<file path="config.mk">
export PLATFORM = sky130hd
export DESIGN_NAME = tls_sni_extractor_top
export DESIGN_NICKNAME = d
export VERILOG_FILES = /design/src/rtl/tse_pkg.sv /design/src/rtl/tls_sni_extractor_top.sv
export SDC_FILE = /design/constraint.sdc
export NUM_CORES = 1
export LEC_CHECK = 0
export ABC_AREA = 1
export BUFFER_PORTS_ARGS = -buffer_cell sky130_fd_sc_hd__buf_2
export CAP_MARGIN = 20
export CELL_PAD_IN_SITES_DETAIL_PLACEMENT = 0
export CELL_PAD_IN_SITES_GLOBAL_PLACEMENT = 1
export CORE_ASPECT_RATIO = 1.4
export CORE_MARGIN = 4
export CORE_UTILIZATION = 35
export CTS_CLUSTER_SIZE = 10
export DETAILED_ROUTE_END_ITERATION = 8
export HOLD_SLACK_MARGIN = 0.05
export PLACE_DENSITY = 0.73
export REMOVE_ABC_BUFFERS = 1
export SLEW_MARGIN = 20
export SYNTH_ARGS = -nofsm -noshare
export SYNTH_HDL_FRONTEND = slang
export SYNTH_SLANG_ARGS = --single-unit
export TNS_END_PERCENT = 20
</file>
<file path="constraint.sdc">
create_clock -name clk -period 3.4 [get_ports clk]
set_input_delay 0.68 -clock clk [delete_from_list [all_inputs] [get_ports clk]]
set_output_delay 0.68 -clock clk [all_outputs]
set_load 0.1 [all_outputs]
</file>
<file path="src/rtl/tse_pkg.sv">
// ----------------------------------------------------------------------------
// TLS server name extractor package
// Word types, status codes and fixed byte counts that are shared by the
// extractor and its checker.
// ----------------------------------------------------------------------------
package tse_pkg;

	// Bytes ahead of the session ID length: the record header, the handshake
	// header, the client version and the random.
	localparam logic [15:0] HEAD_BYTES    = 16'd43;
	// Bytes of the server name extension between its type and the name length.
	localparam logic [15:0] SNI_HEAD_REST = 16'd5;
	// The compression methods skip also covers the two extensions length bytes.
	localparam logic [8:0]  CM_EXTRA      = 9'd2;

	// Result status codes.
	localparam logic [1:0] ST_NAME_BYTE = 2'd0;
	localparam logic [1:0] ST_NOT_FOUND = 2'd1;
	localparam logic [1:0] ST_TRUNCATED = 2'd2;
	localparam logic [1:0] ST_EMPTY     = 2'd3;

	// One byte of the ClientHello record.
	typedef struct packed {
		logic [7:0] hello_byte;
		logic       record_last;
	} hello_word_t;

	// One result word.
	typedef struct packed {
		logic [7:0] name_byte;
		logic [1:0] status;
		logic       name_last;
	} sni_word_t;

endpackage

</file>
<file path="src/rtl/tls_sni_extractor_top.sv">
// ----------------------------------------------------------------------------
// TLS server name extractor
// Walks a ClientHello record byte by byte and emits the server name bytes,
// or one status word when there is no name, the name is cut short or empty.
// ----------------------------------------------------------------------------
// Usage.
// The hello channel (hello_valid, hello_stall, hello_word) carries one byte of
// the ClientHello record per word, starting at the record header, with
// record_last set on the final byte. The sni channel (sni_valid, sni_stall,
// sni_word) carries the results: one word per server name byte, or a single
// status word, and every record closes with exactly one word that has
// name_last set. Bytes that follow the closing word are dropped until
// record_last, after which the next byte starts a new record.
// Throughput is one byte per cycle while hello_stall is low. Each result is
// registered in the output register, or in the skid register behind it.
// When the receiver stalls, the output register holds its word and one more
// result can land in a skid register; only then is hello_stall raised, and it
// drops as soon as the skid register has moved into the output register.
// Reset (arst_n low) clears the valid flags of both registers and returns the
// parser to the start of a record.
// ----------------------------------------------------------------------------
module tls_sni_extractor_top (
	input  logic                clk,
	input  logic                arst_n,
	input  logic                hello_valid,
	output logic                hello_stall,
	input  tse_pkg::hello_word_t hello_word,
	output logic                sni_valid,
	input  logic                sni_stall,
	output tse_pkg::sni_word_t  sni_word
);

	typedef enum logic [3:0] {
		PH_SID_LEN = 4'd0,
		PH_SKIP    = 4'd1,
		PH_CS_HI   = 4'd2,
		PH_CS_LO   = 4'd3,
		PH_CM_LEN  = 4'd4,
		PH_ET_HI   = 4'd5,
		PH_ET_LO   = 4'd6,
		PH_EL_HI   = 4'd7,
		PH_EL_LO   = 4'd8,
		PH_NL_HI   = 4'd9,
		PH_NL_LO   = 4'd10,
		PH_NAME    = 4'd11
	} phase_t;

	phase_t      phase_q, phase_d;
	logic [15:0] skip_q, skip_d;
	logic [7:0]  hold_q, hold_d;
	logic [15:0] rem_q, rem_d;
	logic        done_q, done_d;

	logic               res_valid;
	tse_pkg::sni_word_t res;
	logic               accept;
	logic               pop;
	logic               skid_valid_q;
	tse_pkg::sni_word_t skid_q;
	logic               out_valid_q;
	tse_pkg::sni_word_t out_q;

	assign accept      = hello_valid && !hello_stall;
	assign pop         = out_valid_q && !sni_stall;
	assign hello_stall = skid_valid_q;
	assign sni_valid   = out_valid_q;
	assign sni_word    = out_q;

	// Parse step: next state and the result that this byte causes.
	always_comb begin
		logic [7:0]  b;
		logic [15:0] v;
		logic [8:0]  cm_count;
		logic        in_sni;
		b        = hello_word.hello_byte;
		v        = {hold_q, b};
		cm_count = {1'b0, b} + tse_pkg::CM_EXTRA;
		in_sni   = 1'b0;
		phase_d  = phase_q;
		skip_d   = skip_q;
		hold_d   = hold_q;
		rem_d    = rem_q;
		done_d   = done_q;
		res_valid = 1'b0;
		res       = '0;
		if (done_q) begin
			if (hello_word.record_last) begin
				phase_d = PH_SKIP;
				skip_d  = tse_pkg::HEAD_BYTES;
				hold_d  = '0;
				rem_d   = '0;
				done_d  = 1'b0;
			end
		end else begin
			unique case (phase_q)
				PH_SID_LEN: begin
					if (b == 8'd0) begin
						phase_d = PH_CS_HI;
					end else begin
						skip_d  = {8'd0, b};
						hold_d  = {4'd0, PH_CS_HI};
						phase_d = PH_SKIP;
					end
				end
				PH_SKIP: begin
					if (skip_q <= 16'd1) begin
						skip_d  = '0;
						phase_d = phase_t'(hold_q[3:0]);
					end else begin
						skip_d = skip_q - 16'd1;
					end
				end
				PH_CS_HI, PH_ET_HI, PH_EL_HI, PH_NL_HI: begin
					hold_d  = b;
					phase_d = phase_t'(phase_q + 4'd1);
				end
				PH_CS_LO: begin
					if (v == 16'd0) begin
						phase_d = PH_CM_LEN;
					end else begin
						skip_d  = v;
						hold_d  = {4'd0, PH_CM_LEN};
						phase_d = PH_SKIP;
					end
				end
				PH_CM_LEN: begin
					skip_d  = {7'd0, cm_count};
					hold_d  = {4'd0, PH_ET_HI};
					phase_d = PH_SKIP;
				end
				PH_ET_LO: begin
					if (v == 16'd0) begin
						skip_d  = tse_pkg::SNI_HEAD_REST;
						hold_d  = {4'd0, PH_NL_HI};
						phase_d = PH_SKIP;
					end else begin
						phase_d = PH_EL_HI;
					end
				end
				PH_EL_LO: begin
					if (v == 16'd0) begin
						phase_d = PH_ET_HI;
					end else begin
						skip_d  = v;
						hold_d  = {4'd0, PH_ET_HI};
						phase_d = PH_SKIP;
					end
				end
				PH_NL_LO: begin
					if (v == 16'd0) begin
						res_valid = 1'b1;
						res       = '{8'd0, tse_pkg::ST_EMPTY, 1'b1};
						done_d    = 1'b1;
					end else begin
						rem_d   = v;
						phase_d = PH_NAME;
					end
				end
				PH_NAME: begin
					res_valid = 1'b1;
					if (rem_q <= 16'd1) begin
						rem_d  = '0;
						res    = '{b, tse_pkg::ST_NAME_BYTE, 1'b1};
						done_d = 1'b1;
					end else begin
						rem_d = rem_q - 16'd1;
						res   = '{b, tse_pkg::ST_NAME_BYTE, 1'b0};
					end
				end
				default: begin
				end
			endcase

			// End of record: close it if no final word has gone out yet.
			if (hello_word.record_last) begin
				if (!done_d) begin
					in_sni = (phase_d == PH_NL_HI) || (phase_d == PH_NL_LO) ||
						(phase_d == PH_NAME) || (phase_q == PH_NAME) ||
						((phase_d == PH_SKIP) && (hold_d == {4'd0, PH_NL_HI}));
					res_valid = 1'b1;
					res = '{8'd0, in_sni ? tse_pkg::ST_TRUNCATED : tse_pkg::ST_NOT_FOUND,
						1'b1};
				end
				phase_d = PH_SKIP;
				skip_d  = tse_pkg::HEAD_BYTES;
				hold_d  = '0;
				rem_d   = '0;
				done_d  = 1'b0;
			end
		end
	end

	// Parse state registers, advanced once per accepted byte.
	always_ff @(posedge clk or negedge arst_n) begin
		if (!arst_n) begin
			phase_q <= PH_SKIP;
			skip_q  <= tse_pkg::HEAD_BYTES;
			hold_q  <= '0;
			rem_q   <= '0;
			done_q  <= 1'b0;
		end else if (accept) begin
			phase_q <= phase_d;
			skip_q  <= skip_d;
			hold_q  <= hold_d;
			rem_q   <= rem_d;
			done_q  <= done_d;
		end
	end

	// Output register with a skid register behind it.
	always_ff @(posedge clk or negedge arst_n) begin
		if (!arst_n) begin
			out_valid_q  <= 1'b0;
			skid_valid_q <= 1'b0;
		end else if (skid_valid_q) begin
			if (pop) begin
				out_valid_q  <= 1'b1;
				skid_valid_q <= 1'b0;
			end
		end else if (!out_valid_q || pop) begin
			out_valid_q <= accept && res_valid;
		end else if (accept && res_valid) begin
			skid_valid_q <= 1'b1;
		end
	end

	// Payload of the two registers; no reset needed.
	always_ff @(posedge clk) begin
		if (skid_valid_q) begin
			if (pop) begin
				out_q <= skid_q;
			end
		end else if (!out_valid_q || pop) begin
			out_q <= res;
		end else begin
			skid_q <= res;
		end
	end

endmodule

</file>
# Word level (Yosys, flattened, before mapping)
# Cells that the tools add are included.
# op_classes
bitwise	2
reduce_logical	25
n_lt_le_gt_ge	2
eq_ne	22
mux	61
add_sub_neg	4
# ops
cell	n
$mux W16	11
$pmux W16 S5	1
$mux W11	6
$mux W8	8
$pmux W8 S6	1
$le A16 B1 Y1 const B	2
$pmux W16 S2	1
$pmux W4 S8	1
$sub A16 B1 Y16 const B	2
$eq A4 B4 Y1 const B	7
$mux W4	6
$pmux W11 S2	1
$mux W1	17
$eq A4 B3 Y1 const B	4
$logic_not A16 Y1	1
$mux W3	4
$ne A3 B3 Y1 const B	4
$add A8 B2 Y9 const B	1
$eq A4 B1 Y1 const B	2
$eq A4 B2 Y1 const B	2
$eq A8 B4 Y1 const B	1
$logic_not A8 Y1	1
$reduce_and A2 Y1	3
$reduce_and A6 Y1	1
other kinds (15)	28
# totals
in_bits	13
elab_cells	129
register_bits	69
out_inout_bits	13

# Logic depth before layout (Yosys ltp)
# Gate-level depths: netlist of run 1.
# depth
ltp_word	15
ltp_mapped	19

# Worst setup path after synthesis of run 1
# No wires, ideal clock.
# synth_path
kind	input to register
startpoint	input hello_word[7] (netlist name)
endpoint	register out_q (netlist bit sni_word[2]), data pin
path_buffers	1
cell_stages	17
setup_time_ns	0.255
slack_ns	1.048
arrival_ns	2.098
path_cell_list	buf_6 -> nor2_1 -> nand2_1 -> nor2_4 -> nand2_4 -> nand2_1 -> nand2_1 -> nor2_1 -> nand3_1 -> nand2_1 -> nand2_1 -> a21oi_1 -> nand2_1 -> nand2_1 -> nand2_1 -> nand3_1 -> nand2_1
# synth_between
elab_chain_cells	15
word_cells_on_any_way	36
classes_between	5 x eq/ne; 24 x mux; 7 x reduce/logical
# synth_rtl
item	line	source
start, declared	tls_sni_extractor_top.sv:27	input tse_pkg::hello_word_t hello_word,
$logic_not A16 Y1 / $logic_not A8 Y1 (equally long branches)	-	
$mux W4, or another cell as far along	tls_sni_extractor_top.sv:150	if (v == 16'd0) begin
$pmux W4 S8	tls_sni_extractor_top.sv:95	unique case (phase_q)
$mux W4	tls_sni_extractor_top.sv:86	if (done_q) begin
$eq A4 B4 Y1	tls_sni_extractor_top.sv:177	in_sni = (phase_d == PH_NL_HI) || (phase_d == PH_NL_LO) ||
$logic_or A1 B1 Y1 (2 in a row)	tls_sni_extractor_top.sv:177	
$logic_or A1 B1 Y1 (2 in a row)	tls_sni_extractor_top.sv:178	(phase_d == PH_NAME) || (phase_q == PH_NAME) ||
$mux W2	tls_sni_extractor_top.sv:181	res = '{8'd0, in_sni ? tse_pkg::ST_TRUNCATED : tse_pkg::ST_NOT_FOUND,
$mux W11	tls_sni_extractor_top.sv:176	if (!done_d) begin
$mux W11 *	tls_sni_extractor_top.sv:175	if (hello_word.record_last) begin
$mux W11 *	tls_sni_extractor_top.sv:86	
$mux W11 *	tls_sni_extractor_top.sv:233	end else if (!out_valid_q || pop) begin
$mux W11 *	tls_sni_extractor_top.sv:229	if (skid_valid_q) begin
end signal, assigned	tls_sni_extractor_top.sv:231	out_q <= skid_q;
end signal, assigned	tls_sni_extractor_top.sv:234	out_q <= res;
end, declared	tls_sni_extractor_top.sv:61	tse_pkg::sni_word_t out_q;
# Mark *: on every way between the ends. The rest lies on a longest branch, timed or not. The select of a mux whose other input is x is not followed.
# A chain may end at the register's enable or synchronous reset.

# Final worst setup path of run 1
# layout_path
startpoint	register phase_q[0]
endpoint	register out_q (netlist bit sni_word[1]), data pin
# layout_between
elab_chain_cells	15
word_cells_on_any_way	39
classes_between	1 x add/sub; 16 x eq/ne; 15 x mux; 7 x reduce/logical
# layout_rtl
item	line	source
start, declared	tls_sni_extractor_top.sv:48	phase_t phase_q, phase_d;
start signal, assigned	tls_sni_extractor_top.sv:202	phase_q <= phase_d;
branches (longest 11 deep; another with $add A4 B1 Y4)	-	
$mux W11 *	tls_sni_extractor_top.sv:175	
$mux W11 *	tls_sni_extractor_top.sv:86	
$mux W11 *	tls_sni_extractor_top.sv:233	
$mux W11 *	tls_sni_extractor_top.sv:229	
# Mark *: on every way between the ends. The select of a mux whose other input is x is not followed.

==> impl_metrics.json, run 1 <==
{
  "status": "finished, final reports clean",
  "power_leakage_uw": 0.00254,
  "final_area_um2": 5300,
  "fin_crit_sh_pct": 80.5,
  "cts_made_buffers": 9,
  "area_growth_pct": 13.4,
  "worst-path-stages": 16,
  "wirelength_mm": 14.6,
  "max_slew_margin_pct": 36.0,
  "clock_latency_ps": 340,
  "crit_fanout": 9,
  "die_area_um2": 15300,
  "crit_type": "register to register",
  "ios": 26,
  "fp.dieW_um": 106,
  "cts_tree": "done",
  "grt_max_degree": 31,
  "fp.dieH_um": 145,
  "fin_crit_ps": 2740,
  "cp_num_buf_inv": 2,
  "drc_errors": 0,
  "path_cells": "inv_1 > ha_1 > inv_1 > nand2_1 > nand3_1 > nand2_1 > nand2_1 > nand3_1 > nor2_1 > nand3_1 > nor2_1 > nand3_1 > nand2_1 > nand2_1 > nand2_1 > o21ai_1",
  "clockBufferDepth": 2,
  "critPathMaxStageDelay_ps": 610,
  "ys_seq_elements": 69,
  "routabilityCongestion": 0.940,
  "port_buffers": 25,
  "hold_path.class": "input port to async pin",
  "antennaDiodeCount": 0,
  "grt_pass1_vias": 4520,
  "peakVddDrop_v": 0.000263,
  "r2r_setup_slack_ps": 660,
  "row_count": 49,
  "p_per_area_nw_per_um2": 760,
  "drtAntennaViolNets": 0,
  "grt_pass1_wl_mm": 23.6,
  "drt_iter0_markers": 354,
  "coreArea_um2": 12900,
  "root_buffer": "clkbuf_16",
  "drv_cap": 0,
  "final_cell_mix": "144 x nand2_1, 87 x inv_1, 74 x nor2_1",
  "worst_r2r_path_depth": 16,
  "crit_end": "sni_word[1]",
  "skew_ps": 10.3,
  "tightest_slew_ps": 957,
  "first_pass_iters": 7,
  "endpoint_kind": "register",
  "startpoint": "phase_q[0]",
  "ys_types": 45,
  "ctsHoldBuffers": 0,
  "ctsResizeCount": 0,
  "worstReg2RegStart": "phase_q[0]",
  "drive_gt1_share_pct": 11.9,
  "vias": 4565,
  "clk_pin_slew_ps": 70,
  "crit_path_frequent_cell": "nand2_1",
  "netlist_area_um2": 4670,
  "antenna_found_initial": 0,
  "whs_ps": 406,
  "critical_path_arrival_ps": 2820,
  "hold_viol_final": 0,
  "placedInstanceArea_um2": 4990,
  "cp-start-kind": "register",
  "final_common_cell": "nand2_1",
  "final_nets": 699,
  "finalMaxSlewViolations": 0,
  "avgSynthCellArea_um2": 7.21,
  "cts_sinks": 69,
  "grt_usage_pct": 19.6,
  "worst_path_max_delay_cell": "dfstp_2",
  "setup-violations-final": 0,
  "crit_family": "simple AND/OR/NAND/NOR gates",
  "routed_via_density": 5.31,
  "routedWlPerCell_um": 16.9,
  "ys_seq_area_share_pct": 39.4,
  "critPathRequiredTime_ps": 3480,
  "hpwlAfterDp_mm": 11.1,
  "setup_tns_ps": 0,
  "initial_core_util_pct": 36.1,
  "syn_inst": 648,
  "yosysWarnings": 0,
  "timing.rr.end": "sni_word[1]",
  "overflow": 0,
  "rsz0062_at_grt": "false",
  "max_freq_mhz": 365,
  "cts_setup_buffers": 0,
  "h-tree-depth": 3
}
## registers in the layout, summed over array words and instances (netlist names)
signal       flops
sni_valid        1
hold_q           8
skid_q          11
phase_q          4
done_q           1
rem_q           16
hello_stall      1
sni_word        11
skip_q          16
## cell families (layout without fill, tap and decap cells)
group | Yosys count | count (layout) | share of synthesized area [%]
adder cells (fa/ha/maj) | 9 | 9 | 2.41
AO/OA/AOI/OAI | 145 | 145 | 18.3
buffers and inverters | 111 | 145 | 9.37
AND/OR/NAND/NOR | 301 | 301 | 28.1
flip-flops | 69 | 69 | 39.4
XOR/XNOR | 13 | 13 | 2.44
## power breakdown
part	switching [uW]	internal, uW	total (uW)
registers	148	1020	1170
clock network	394	595	989
logic	1340	522	1870
## area by class of cell
type                       instances  area (um2)
clock buffer                      10         239
multi-input combinational        468        2390
sequential                        69        1840
tap                              178         223
clock inverter                     6        70.1
timing repair buffer              30         163
inverter                          99         372
fill                            1333        7640
## Yosys cell counts (all sizes together)
cell	n	share of area [%]
o221a	1	0.24
o31ai	1	0.16
o22ai	25	3.3
a31oi	1	0.13
clkbuf	7	0.56
or2	1	0.13
clkinv	1	0.080
dfrtp	42	22
edfxtp	22	14
o32ai	3	0.56
nand2	148	12
nor2	80	7.1
nand4	8	1.2
dfstp	5	2.8
a221oi	1	0.19
o211ai	5	0.91
o311ai	1	0.19
nand3b	1	0.16
xnor2	2	0.38
a21boi	1	0.16
a21oi	42	4.5
ha	9	2.4
a211oi	1	0.16
nand3	51	5.9
a22oi	6	0.96
o2111ai	3	0.56
nor3	12	1.4
buf	5	0.86
a32o	3	0.64
xor2	11	2.1
inv	98	7.9
o21ai	50	5.4
o221ai	1	0.19
## routing by layer
metal	up-vias	track usage [%]	share of wire (%)
li1	2241	-	-
met1	2155	23.4	41
met2	127	34.8	51
met3	42	2.97	4.1
met4	0	9.55	3.9
met5	-	0	0
## worst min path at each step
stage,start,end,slack [ps],cells past startpoint
3_3_place_gp,skid_q[5],sni_word[5],510,2
4_1_cts,arst_n,hold_q[2],430,1
5_1_grt,arst_n,rem_q[14],460,1
6_report,arst_n,hold_q[2],410,1
3_5_place_dp,skid_q[2],sni_word[2],510,2
2_1_floorplan,arst_n,done_q,380,0
## worst register-to-register path: cells and delay by family (launching register included)
| family | cells | cell delay [ps] |
|---|---|---|
| adders and majority gates | 1 | 250 |
| buffers and inverters | 2 | 180 |
| and+or+nand+nor | 12 | 1370 |
| DFF | 1 | 610 |
| AOI/OAI and AO/OA | 1 | 60 |
## stage by stage
step / power, uW / utilization, % / worst slack, ps / std cells
4_1_cts: 4030 / 41.0 / 676 / 860
3_5_place_dp: 3030 / 38.6 / 533 / 844
2_1_floorplan: 2540 / - / 827 / 636
3_3_place_gp: 3030 / 38.6 / 533 / 844
5_1_grt: 4320 / 41.0 / 390 / 860
6_report: 4030 / 41.0 / 664 / 860
Note: power is estimated with default switching activity, not from simulation.
==> inputs of run 2 (changes only) <==
--- a/config.mk
+++ b/config.mk
@@ -16,7 +16,7 @@
 export CTS_CLUSTER_SIZE = 10
 export DETAILED_ROUTE_END_ITERATION = 8
 export HOLD_SLACK_MARGIN = 0.05
-export PLACE_DENSITY = 0.73
+export PLACE_DENSITY = 0.75
 export REMOVE_ABC_BUFFERS = 1
 export SLEW_MARGIN = 20
 export SYNTH_ARGS = -nofsm -noshare
==> constraint.sdc (replaced) <==
create_clock -name clk -period 2.3 [get_ports clk]
set_input_delay 0.46 -clock clk [delete_from_list [all_inputs] [get_ports clk]]
set_output_delay 0.46 -clock clk [all_outputs]
set_load 0.1 [all_outputs]
==> run 2 against run 1 <==
  * The run now ends with negative setup slack left
  * Via count rose by 10%
  * Final area is 26% higher
  * Critical path depth grew 1
  * Largest cell class unchanged
  * Sequential share of layout area is 7.1 points lower
  * Fmax grew 8.3%
  * Highest routed layer unchanged
  * Die area is the same
  * Utilization is 11 points higher
==> impl_metrics.json, run 2 (same netlist as run 1, synthesis figures left out) <==
{
  "final-seq-area_um2": 1850,
  "h-tree-depth": 3,
  "fin_crit_ps": 2530,
  "rsz0062_at_grt": "true",
  "cts_made_buffers": 9,
  "setup_ws_ps": -227,
  "finalPower_uw": 7890,
  "fin_crit_sh_pct": 110,
  "fillers": 1306,
  "multiInputGateArea_um2": 2750,
  "grt_pass1_vias": 5082,
  "p_per_area_nw_per_um2": 1180,
  "critical_path_arrival_ps": 2610,
  "p_int_uw": 4460,
  "drv_cap": 0,
  "p_switching_uw": 3430,
  "root_buffer": "clkbuf_16",
  "final_cell_mix": "122 x nand2_1, 120 x buf_4, 86 x inv_1",
  "power_frac_seq_pct": 21.2,
  "crit_fanout": 5,
  "vias": 5033,
  "clock_latency_ps": 340,
  "violations": "negative setup slack",
  "die_area_um2": 15300,
  "cts_sinks": 69,
  "routed_via_density": 5.11,
  "routedWlPerCell_um": 16.6,
  "critPathRequiredTime_ps": 2380,
  "reg_top3": "rem_q (16), skip_q (16)",
  "status": "complete, but fails checks",
  "antenna_found_initial": 0,
  "setup_tns_ps": -968,
  "fp.dieW_um": 106,
  "initial_core_util_pct": 36.1,
  "hold_viol_final": 0,
  "hold_path.class": "input port to register",
  "max_freq_mhz": 396,
  "first_pass_iters": 5,
  "port_buffers": 25,
  "p_clk_share_pct": 20.2,
  "post-place-ws_ps": -468,
  "tightest_slew_ps": 494,
  "ios": 26,
  "area_growth_pct": 42.6,
  "drt_iter0_markers": 312,
  "max_slew_margin_pct": 67.3,
  "routabilityCongestion": 0.938,
  "grt_usage_pct": 21.5,
  "antennaDiodeCount": 0,
  "hpwlAfterDp_mm": 12.3,
  "skew_ps": 9.31,
  "peakVddDrop_v": 0.000539,
  "coreArea_um2": 12900,
  "drc_errors": 0,
  "fp.dieH_um": 145,
  "finalMaxSlewViolations": 0,
  "wirelength_mm": 16.4,
  "fin_cells": 984,
  "overflow": 0,
  "grt_pass1_wl_mm": 25.9,
  "drtAntennaViolNets": 0,
  "cts_tree": "done",
  "setup-violations-final": 13,
  "crit_type": "register to register",
  "clk_pin_slew_ps": 70,
  "numPlacedInstances": 952,
  "cp-start-kind": "register",
  "grt_max_degree": 26,
  "switching_share_pct": 43.4,
  "combPwrFrac_pct": 58.5,
  "power_leakage_uw": 0.00321,
  "final_util_pct": 51.5,
  "clockBufferDepth": 2,
  "row_count": 49,
  "drive_gt1_share_pct": 33.4,
  "endpoint_kind": "register",
  "final_nets": 823,
  "final_common_cell": "nand2_1"
}
## run 2: what timing repair did
action,in CTS,in global routing
pin swaps,19,24
resized for setup,39,61
hold buffers,1,0
setup buffers,8,7
hold endpoints to repair,2,0
endpoints found under the setup margin,22,52
## run 2: final cells by class
class | instances | share of cell area [%]
Clock buffer | 9 | 3.38
Sequential cell | 69 | 27.7
Clock inverter | 7 | 1.58
Inverter | 99 | 5.69
Multi-Input combinational cell | 468 | 41.3
Timing Repair Buffer | 154 | 17.0
Tap cell | 178 | 3.34
## run 2: power by group through the flow
stage | Clock, uW | Combinational, uW | Sequential, uW
4_1_cts | 1620 | 4100 | 1670
2_1_floorplan | 0 | 1810 | 1940
3_3_place_gp | 0 | 3670 | 1680
5_1_grt | 1680 | 5010 | 1700
3_5_place_dp | 0 | 3690 | 1690
6_report | 1590 | 4620 | 1680
## run 2: stage by stage
step / cell area [um2] / hold slack [ps]
after floorplan: 4610 / 164
after global placement: 5800 / 289
after detailed placement: 5800 / 295
after CTS: 6360 / 396
after global routing: 6660 / 433
final: 6660 / 401
## run 2: final timing paths
path | slack (ps) | from | depth (start not counted) | end
worst max register to register | -230 | phase_q[0] | 17 | sni_word[1]
worst min register to register | 530 | skid_q[9] | 2 | sni_word[9]
worst max-delay path | -230 | phase_q[0] | 17 | sni_word[1]
max in group asynchronous | 1240 | arst_n | 3 | phase_q[2]
min in group asynchronous | 470 | arst_n | 2 | phase_q[3]
worst min-delay path | 400 | sni_stall | 3 | sni_valid
## run 2: worst max-delay path, stage by stage (launching register included)
cell,delay (ps)
dfstp_2,600
inv_4,70
ha_4,160
buf_6,130
nand3_4,90
nand2_4,70
nor2_4,130
nand2_2,100
nor2_4,160
nand2_1,90
nand3_2,80
nand3_2,70
nor2_2,130
nand3_1,90
nand2_2,110
nand2_1,60
nand2_1,70
o21ai_1,60
## run 2: layer usage
layer	track usage (%)	routed length (um)	part of all wire, %
met5	0	0	0
met4	10.8	767	4.7
met3	3.60	651	4.0
met2	38.4	8370	51
met1	25.0	6590	40
